`config.mk`:
```
export PLATFORM = sky130hd
export DESIGN_NAME = flap_command_watchdog
export DESIGN_NICKNAME = d
export VERILOG_FILES = /design/src/hw/rtl/fcw_pkg.sv /design/src/hw/rtl/flap_command_watchdog.sv /design/src/hw/rtl/fcw_cfg_regs.sv /design/src/hw/rtl/fcw_core.sv
export SDC_FILE = /design/constraint.sdc
export NUM_CORES = 1
export LEC_CHECK = 0
export BUFFER_PORTS_ARGS = -buffer_cell sky130_fd_sc_hd__buf_2
export CAP_MARGIN = 30
export CORE_MARGIN = 2
export CORE_UTILIZATION = 40
export CTS_CLUSTER_DIAMETER = 60
export CTS_CLUSTER_SIZE = 8
export DETAILED_ROUTE_END_ITERATION = 8
export MAX_ROUTING_LAYER = met4
export SYNTH_ARGS = -nofsm -noshare
export SYNTH_HDL_FRONTEND = slang
export SYNTH_SLANG_ARGS = --single-unit
```
`constraint.sdc`:
```
create_clock -name clk -period 6.85 [get_ports clk]
set_input_delay 0.3425 -clock clk [delete_from_list [all_inputs] [get_ports clk]]
set_output_delay 0.3425 -clock clk [all_outputs]
set_load 0.1 [all_outputs]
```
`src/hw/rtl/fcw_pkg.sv`:
```
// Package for the flap command watchdog: register map, reset values,
// payload and configuration structs shared by every module of the block.
// No dependencies.
package fcw_pkg;

	localparam int CFG_INDEX_BITS = 3;

	typedef enum logic [CFG_INDEX_BITS-1:0] {
		REG_OPEN_TIMEOUT   = 3'd0,
		REG_STATUS_PERIOD  = 3'd1,
		REG_SWITCH_ID      = 3'd2,
		REG_BRAKE_ID       = 3'd3,
		REG_SERVO_A_CLOSED = 3'd4,
		REG_SERVO_A_OPEN   = 3'd5,
		REG_SERVO_B_CLOSED = 3'd6,
		REG_SERVO_B_OPEN   = 3'd7
	} cfg_reg_t;

	localparam logic [15:0] OPEN_TIMEOUT_RST   = 16'd200;
	localparam logic [15:0] STATUS_PERIOD_RST  = 16'd100;
	localparam logic [10:0] SWITCH_ID_RST      = 11'd1;
	localparam logic [10:0] BRAKE_ID_RST       = 11'd1;
	localparam logic [15:0] SERVO_A_CLOSED_RST = 16'd3300;
	localparam logic [15:0] SERVO_A_OPEN_RST   = 16'd17700;
	localparam logic [15:0] SERVO_B_CLOSED_RST = 16'd17700;
	localparam logic [15:0] SERVO_B_OPEN_RST   = 16'd3300;

	// first status report is due at this tick count
	localparam logic [15:0] STATUS_TICK_RST = 16'd100;

	localparam logic [3:0] SWITCH_FRAME_LEN = 4'd8;
	localparam int OPEN_REQ_BIT = 3;
	localparam int BRAKE_BIT    = 0;

	localparam logic MODE_TICK  = 1'b0;
	localparam logic MODE_FRAME = 1'b1;

	typedef struct packed {
		logic [15:0] open_timeout;
		logic [15:0] status_period;
		logic [10:0] switch_id;
		logic [10:0] brake_id;
		logic [15:0] servo_a_closed;
		logic [15:0] servo_a_open;
		logic [15:0] servo_b_closed;
		logic [15:0] servo_b_open;
	} cfg_t;

	typedef struct packed {
		logic        mode;
		logic [10:0] frame_id;
		logic [3:0]  frame_length;
		logic [7:0]  command_byte;
	} item_t;

	typedef struct packed {
		logic        flap_is_open;
		logic [15:0] servo_a_width;
		logic [15:0] servo_b_width;
		logic        timeout_seen;
		logic        send_status;
	} result_t;

endpackage

```
`src/hw/rtl/flap_command_watchdog.sv`:
```
// Flap command watchdog, top level. An input transfer reaches its result
// transfer through the input register, then the result register.
// Throughput: one item per cycle; the result register is the only stage
// that can hold the input side back, and only while out_stall is high.
// Reset (arst_n low, asynchronous) empties both stages, restores every
// configuration register and the watchdog state to their reset values.
module flap_command_watchdog #(
	parameter int COUNTER_BITS = 32
) (
	input  logic                                clk,
	input  logic                                arst_n,
	input  logic                                in_valid,
	output logic                                in_stall,
	input  logic                                mode,
	input  logic [10:0]                         frame_id,
	input  logic [3:0]                          frame_length,
	input  logic [7:0]                          command_byte,
	output logic                                out_valid,
	input  logic                                out_stall,
	output logic                                flap_is_open,
	output logic [15:0]                         servo_a_width,
	output logic [15:0]                         servo_b_width,
	output logic                                timeout_seen,
	output logic                                send_status,
	input  logic                                cfg_valid,
	output logic                                cfg_ready,
	input  logic [fcw_pkg::CFG_INDEX_BITS-1:0]  cfg_index,
	input  logic [15:0]                         cfg_data
);

	fcw_pkg::cfg_t    cfg;
	fcw_pkg::item_t   item_s1;
	fcw_pkg::result_t res;
	fcw_pkg::result_t res_s2;
	logic             valid_s1;
	logic             valid_s2;
	logic             load_s1;
	logic             load_s2;

	fcw_cfg_regs u_cfg (
		.clk    (clk),
		.arst_n (arst_n),
		.valid  (cfg_valid),
		.ready  (cfg_ready),
		.index  (cfg_index),
		.data   (cfg_data),
		.cfg    (cfg)
	);

	fcw_core #(
		.COUNTER_BITS (COUNTER_BITS)
	) u_core (
		.clk     (clk),
		.arst_n  (arst_n),
		.advance (load_s2),
		.item    (item_s1),
		.cfg     (cfg),
		.res     (res)
	);

	// advance stage 1 whenever the result register is free or being drained
	assign load_s2  = valid_s1 && (!valid_s2 || !out_stall);
	assign in_stall = valid_s1 && !load_s2;
	assign load_s1  = in_valid && !in_stall;

	always_ff @(posedge clk or negedge arst_n) begin
		if (!arst_n) begin
			valid_s1 <= 1'b0;
			valid_s2 <= 1'b0;
		end else begin
			if (load_s1) begin
				valid_s1 <= 1'b1;
			end else if (load_s2) begin
				valid_s1 <= 1'b0;
			end
			if (load_s2) begin
				valid_s2 <= 1'b1;
			end else if (!out_stall) begin
				valid_s2 <= 1'b0;
			end
		end
	end

	always_ff @(posedge clk) begin
		if (load_s1) begin
			item_s1.mode         <= mode;
			item_s1.frame_id     <= frame_id;
			item_s1.frame_length <= frame_length;
			item_s1.command_byte <= command_byte;
		end
		if (load_s2) begin
			res_s2 <= res;
		end
	end

	assign out_valid     = valid_s2;
	assign flap_is_open  = res_s2.flap_is_open;
	assign servo_a_width = res_s2.servo_a_width;
	assign servo_b_width = res_s2.servo_b_width;
	assign timeout_seen  = res_s2.timeout_seen;
	assign send_status   = res_s2.send_status;

`ifndef SYNTHESIS
	a_timeout_sticky: assert property (@(posedge clk) disable iff (!arst_n)
		(out_valid && timeout_seen) |=> timeout_seen)
		else $error("timeout flag dropped after being set");

	a_servo_a_match: assert property (@(posedge clk) disable iff (!arst_n)
		out_valid |-> (servo_a_width ==
			(flap_is_open ? cfg.servo_a_open : cfg.servo_a_closed)))
		else $error("servo A width does not follow flap state");

	a_frame_no_status: assert property (@(posedge clk) disable iff (!arst_n)
		(load_s2 && (item_s1.mode == fcw_pkg::MODE_FRAME)) |=> !send_status)
		else $error("status raised for a command frame");
`endif

endmodule

```
`src/hw/rtl/fcw_cfg_regs.sv`:
```
// Configuration register file of the flap command watchdog.
// Depends on fcw_pkg for the register map and reset values.
module fcw_cfg_regs (
	input  logic                                clk,
	input  logic                                arst_n,
	input  logic                                valid,
	output logic                                ready,
	input  logic [fcw_pkg::CFG_INDEX_BITS-1:0]  index,
	input  logic [15:0]                         data,
	output fcw_pkg::cfg_t                       cfg
);

	fcw_pkg::cfg_t cfg_q;

	assign ready = 1'b1;
	assign cfg   = cfg_q;

	always_ff @(posedge clk or negedge arst_n) begin
		if (!arst_n) begin
			cfg_q.open_timeout   <= fcw_pkg::OPEN_TIMEOUT_RST;
			cfg_q.status_period  <= fcw_pkg::STATUS_PERIOD_RST;
			cfg_q.switch_id      <= fcw_pkg::SWITCH_ID_RST;
			cfg_q.brake_id       <= fcw_pkg::BRAKE_ID_RST;
			cfg_q.servo_a_closed <= fcw_pkg::SERVO_A_CLOSED_RST;
			cfg_q.servo_a_open   <= fcw_pkg::SERVO_A_OPEN_RST;
			cfg_q.servo_b_closed <= fcw_pkg::SERVO_B_CLOSED_RST;
			cfg_q.servo_b_open   <= fcw_pkg::SERVO_B_OPEN_RST;
		end else if (valid && ready) begin
			case (fcw_pkg::cfg_reg_t'(index))
				fcw_pkg::REG_OPEN_TIMEOUT:   cfg_q.open_timeout   <= data;
				fcw_pkg::REG_STATUS_PERIOD:  cfg_q.status_period  <= data;
				fcw_pkg::REG_SWITCH_ID:      cfg_q.switch_id      <= data[10:0];
				fcw_pkg::REG_BRAKE_ID:       cfg_q.brake_id       <= data[10:0];
				fcw_pkg::REG_SERVO_A_CLOSED: cfg_q.servo_a_closed <= data;
				fcw_pkg::REG_SERVO_A_OPEN:   cfg_q.servo_a_open   <= data;
				fcw_pkg::REG_SERVO_B_CLOSED: cfg_q.servo_b_closed <= data;
				fcw_pkg::REG_SERVO_B_OPEN:   cfg_q.servo_b_open   <= data;
				default: ;
			endcase
		end
	end

endmodule

```
`src/hw/rtl/fcw_core.sv`:
```
// Watchdog state and its single-pass update for one tick or command frame.
// Depends on fcw_pkg for the item, result and configuration structs.
module fcw_core #(
	parameter int COUNTER_BITS = 32
) (
	input  logic              clk,
	input  logic              arst_n,
	input  logic              advance,
	input  fcw_pkg::item_t    item,
	input  fcw_pkg::cfg_t     cfg,
	output fcw_pkg::result_t  res
);

	logic [COUNTER_BITS-1:0] tick_count_q;
	logic [COUNTER_BITS-1:0] command_stamp_q;
	logic [COUNTER_BITS-1:0] next_status_q;
	logic                    flap_open_q;
	logic                    open_allowed_q;
	logic                    timeout_flag_q;

	logic [COUNTER_BITS-1:0] tick_inc;
	logic [COUNTER_BITS-1:0] stale_limit;
	logic                    status_hit;
	logic                    is_switch;
	logic                    is_brake;

	logic [COUNTER_BITS-1:0] tick_count_d;
	logic [COUNTER_BITS-1:0] command_stamp_d;
	logic [COUNTER_BITS-1:0] next_status_d;
	logic                    flap_open_d;
	logic                    open_allowed_d;
	logic                    timeout_flag_d;
	logic                    send_status_d;

	assign tick_inc    = tick_count_q + COUNTER_BITS'(1);
	assign stale_limit = tick_inc - COUNTER_BITS'(cfg.open_timeout);
	assign status_hit  = (tick_inc == next_status_q);
	assign is_switch   = (item.frame_id == cfg.switch_id) &&
		(item.frame_length == fcw_pkg::SWITCH_FRAME_LEN);
	assign is_brake    = (item.frame_id == cfg.brake_id);

	always_comb begin
		tick_count_d    = tick_count_q;
		command_stamp_d = command_stamp_q;
		next_status_d   = next_status_q;
		flap_open_d     = flap_open_q;
		open_allowed_d  = open_allowed_q;
		timeout_flag_d  = timeout_flag_q;
		send_status_d   = 1'b0;
		if (item.mode == fcw_pkg::MODE_TICK) begin
			tick_count_d = tick_inc;
			if (status_hit) begin
				next_status_d = next_status_q + COUNTER_BITS'(cfg.status_period);
				send_status_d = 1'b1;
			end
			// no command stamped recently: force closed
			if (stale_limit > command_stamp_q) begin
				timeout_flag_d = 1'b1;
				flap_open_d    = 1'b0;
			end
		end else begin
			if (is_switch) begin
				if (item.command_byte[fcw_pkg::OPEN_REQ_BIT]) begin
					if (open_allowed_q) begin
						flap_open_d     = 1'b1;
						command_stamp_d = tick_count_q;
					end
				end else begin
					flap_open_d     = 1'b0;
					command_stamp_d = tick_count_q;
				end
			end
			// brake handled after the switch so it wins on a shared id
			if (is_brake) begin
				if (item.command_byte[fcw_pkg::BRAKE_BIT]) begin
					open_allowed_d = 1'b0;
					flap_open_d    = 1'b0;
				end else begin
					open_allowed_d = 1'b1;
				end
			end
		end
	end

	always_comb begin
		res.flap_is_open  = flap_open_d;
		res.servo_a_width = flap_open_d ? cfg.servo_a_open : cfg.servo_a_closed;
		res.servo_b_width = flap_open_d ? cfg.servo_b_open : cfg.servo_b_closed;
		res.timeout_seen  = timeout_flag_d;
		res.send_status   = send_status_d;
	end

	always_ff @(posedge clk or negedge arst_n) begin
		if (!arst_n) begin
			tick_count_q    <= '0;
			command_stamp_q <= '0;
			next_status_q   <= COUNTER_BITS'(fcw_pkg::STATUS_TICK_RST);
			flap_open_q     <= 1'b0;
			open_allowed_q  <= 1'b1;
			timeout_flag_q  <= 1'b0;
		end else if (advance) begin
			tick_count_q    <= tick_count_d;
			command_stamp_q <= command_stamp_d;
			next_status_q   <= next_status_d;
			flap_open_q     <= flap_open_d;
			open_allowed_q  <= open_allowed_d;
			timeout_flag_q  <= timeout_flag_d;
		end
	end

endmodule

```
==> run_results.csv <==
group,metric,value,unit
cts,tritoncts,"yes",
cts,root_buffer,"clkbuf_16",
run_status,outcome,"complete, no violations",
routing,num_vias,10780,
logic_synthesis,synth_compound_area_frac,0.09057,
die,pin_count,86,
routing,wl_per_cell,18.17,um
logic_synthesis,synth_ff_type,"dfrtp_1",
worst_setup_path,critPathMaxFanout,34,
die,core,37400,um^2
worst_setup_path,slowest_delay,0.65,ns
logic_synthesis,synth_mux_area_frac,0.1042,
timing,hold_viol_final,0,
timing,max_freq,0.1548,GHz
timing,slew_headroom,0.3100,
cts,cts_sinks,272,
routing,drt-total-wl,37020,um
place,io_buffers,78,
finish,final_cells,2037,
power_and_ir_drop,p_leak,7.587,nW
run,cap_violations,0,
routing,first_pass_iters,5,
finish,nFillCells,3454,
timing,setup_tns,0,ns
timing,period_needed,6.461,ns
global_route,gr-total-overflow,0,
cts,h-tree-depth,2,
die,dieArea,39350,um^2
timing,rsz0062_at_grt,"no",
timing,worst_pin_slew,1.034,ns
die,die_h,198.4,um
cts,clkLatencyLatePin,0.55,ns
global_route,grt_pass1_vias,10770,
logic_synthesis,synth_top_family_by_area,"simple AND/OR/NAND/NOR gates",
routing,vias_per_cell,5.294,
global_route,grt_max_degree,112,
logic_synthesis,yosys-top-cells-area,"dfrtp_1 (31%), edfxtp_1 (11%), mux2_2 (10%)",
logic_synthesis,synthXorXnorAreaFrac,0.09347,
worst_setup_path,reg2regPathDepth,21,
routing,drc,0,
logic_synthesis,synth_edf_count,53,
logic_synthesis,yosys-top-cells-count,"dfrtp_1 (185), mux2_2 (139), nand2_1 (116), xnor2_1 (97), o21ai_0 (88)",
die,die_x,198.4,um
timing,drv_slew,0,
finish,regArea,7114,um^2
power_and_ir_drop,power.density,290.0,nW/um^2
die,row_count,71,
worst_setup_path,critPathLaunchType,"flip-flop",
worst_setup_path,critPathKind,"flip-flop to flip-flop",
timing,fin_crit_sh,0.9433,
timing,skew,0.01605,ns
logic_synthesis,synthSimpleGateAreaFrac,0.1478,
routing,drtIter0Drc,593,
place,dp_hpwl,25690,um
logic_synthesis,synth_seq_cells,272,
finish,multiInputGateArea,7477,um^2
worst_setup_path,required,7.15,ns
cts,clkSlewWorstSetupHoldPaths,0.05,ns
logic_synthesis,ys_warn_count,0,
logic_synthesis,netlist_area,15110,um^2
cts,clock_path_buffers,3,
logic_synthesis,yosysMostFrequentCell,"dfrtp_1",
worst_setup_path,worst_setup_path_end_kind,"flip-flop",
min_path,min_path_type,"primary input to flip-flop",
place,dp_cells,1944,
logic_synthesis,synth_fa_ha_area_frac,0.05646,
logic_synthesis,synth_nets,1514,
worst_setup_path,arrival,6.76,ns
finish,antennaDiodeCount,0,
logic_synthesis,synth.top_cell.area_share,0.3063,
logic_synthesis,yosysTopAreaCell,"dfrtp_1",
routing,ant_nets,0,
global_route,grt_pass1_wl,59430,um
logic_synthesis,syn_avg_cell_area,10.80,um^2
global_route,antenna_found_initial,0,
worst_setup_path,cpMaxStageDelayCell,"dfrtp_1",
cts,post_cts_buffers,0,
min_path,hold_depth,3,
logic_synthesis,yosysSeqAreaShare,0.4707,
worst_setup_path,r2r_slack,0.39,ns
logic_synthesis,synthCells,1399,
place,gp_congestion,0.8643,
finish,drive_above_1_share,0.2254,
logic_synthesis,netlist-cell-type-count,73,
finish,area_growth,16.20,%
global_route,grt_usage,0.1986,
timing,setup_viol,0,
power_and_ir_drop,peakVddDrop,0.2466,mV
logic_synthesis,async_flop_share,0.8051,
cts,cts_inserted_buffers,41,
die,start_util,0.4041,
finish,nets,1611,
worst_setup_path,path_cells,"nand4_2, or2_2, nor2_1, xor2_1, ha_1, and3_1, a21boi_0, a2111oi_1, o31a_1, o21a_1, nor3_1, xnor2_1, ha_1, a21o_1, a21o_1, a21oi_1, o211ai_1, o21ai_0, o21a_1, buf_12, mux2_2",
## cell families after synthesis
kind of cell             after synthesis
AND/OR/NAND/NOR                      411
flip-flops                           272
AO/OA/AOI/OAI                        219
XOR/XNOR                             150
multiplexers                         140
buffers and inverters                139
adder cells (fa/ha/maj)               67
other                                  1
## worst max-delay path: cells and delay by family, from the launching register on
kind | cells | cell delay, ns
buffers and inverters | 1 | 0.23
AOI/OAI and AO/OA | 10 | 2.75
xor gates and xnor gates | 2 | 0.28
and+or+nand+nor | 5 | 1.23
adders and majority gates | 2 | 0.65
DFF | 1 | 0.65
muxes | 1 | 0.37
## power by group
group	switching, W	total [W]	internal, W
logic	0.000694	0.00115	0.000459
registers	0.000135	0.00204	0.00190
clock network	0.000761	0.00190	0.00114
## final cells by class
class | count | share of cell area
Multi-Input combinational cell | 988 | 0.4258
Sequential cell | 272 | 0.4051
Clock buffer | 68 | 0.06476
Timing Repair Buffer | 120 | 0.04631
Tap cell | 511 | 0.03641
Inverter | 73 | 0.01560
Clock inverter | 5 | 0.006056
## per-layer routing
metal | wire length [um] | vias to the layer above | global-route usage
li1 | - | 5176 | -
met1 | 16560 | 5281 | 0.2544
met2 | 17920 | 258 | 0.3235
met3 | 1524 | 68 | 0.03035
met4 | 1013 | 0 | 0.06544
met5 | 0 | - | -
## state kept, by name, summed over array words and instances, names as in the netlist, 16 cells and up
name and flops:
servo_b_width 16, u_core.command_stamp_q 32, servo_a_width 16, u_core.tick_count_q 32
u_core.next_status_q 32, u_cfg.cfg 118, item_s1 18
## layout by cell type, fill, tap and decap left out, drive strengths merged, types with 5 or more instances in the layout
| cell type | synthesis | routed |
|---|---|---|
| inv | 73 | 73 |
| or4 | 9 | 9 |
| o21ai | 88 | 88 |
| dfstp | 34 | 34 |
| nor2 | 55 | 55 |
| o21bai | 6 | 6 |
| nor3b | 6 | 6 |
| a211oi | 7 | 7 |
| ha | 65 | 65 |
| dlygate4sd3 | 0 | 20 |
| mux2 | 139 | 139 |
| clkbuf | 52 | 68 |
| nand2b | 20 | 20 |
| nor3 | 33 | 33 |
| and3 | 15 | 15 |
| dfrtp | 185 | 185 |
| nand2 | 117 | 117 |
| xor2 | 46 | 46 |
| o21a | 11 | 11 |
| nor4 | 25 | 25 |
| and4 | 7 | 7 |
| edfxtp | 53 | 53 |
| o31ai | 5 | 5 |
| nor2b | 17 | 17 |
| a21o | 23 | 23 |
| nand4 | 36 | 36 |
| nand3 | 35 | 35 |
| xnor2 | 97 | 97 |
| o211ai | 8 | 8 |
| buf | 14 | 100 |
| a21oi | 36 | 36 |
| xnor3 | 5 | 5 |
| and2 | 12 | 12 |
| or3 | 6 | 6 |
## worst paths after layout
kind | end | start
setup / recovery | servo_b_width[3] | u_core.tick_count_q[3]
hold / removal | out_valid | out_stall
setup reg to reg | servo_b_width[3] | u_core.tick_count_q[3]
hold reg to reg | u_core.timeout_flag_q | u_core.timeout_flag_q
max in group asynchronous | u_core.tick_count_q[26] | arst_n
min in group asynchronous | u_cfg.cfg[60] | arst_n
## stage by stage
step	instance area [um^2]	total power (W)	util	hold slack, ns	setup slack, ns
finish	17560	0.005094	0.4696	0.04325	0.3886
global route	17560	0.005364	0.4696	0.03546	0.001318
CTS	17560	0.005148	0.4695	0.02265	0.3906
detailed placement	16120	0.003211	0.4309	0.4558	0.4425
global placement	16070	0.003172	0.4297	0.4534	0.4529
floorplan	15110	0.002926	-	0.04691	0.9578
## what timing repair did
item / in CTS / in global routing
hold endpoints to repair: 101 / 0
gates resized for setup: 0 / 1
hold buffers: 20 / 0
setup endpoints to repair: 0 / 32
Note: power is estimated with default switching activity, not from simulation.
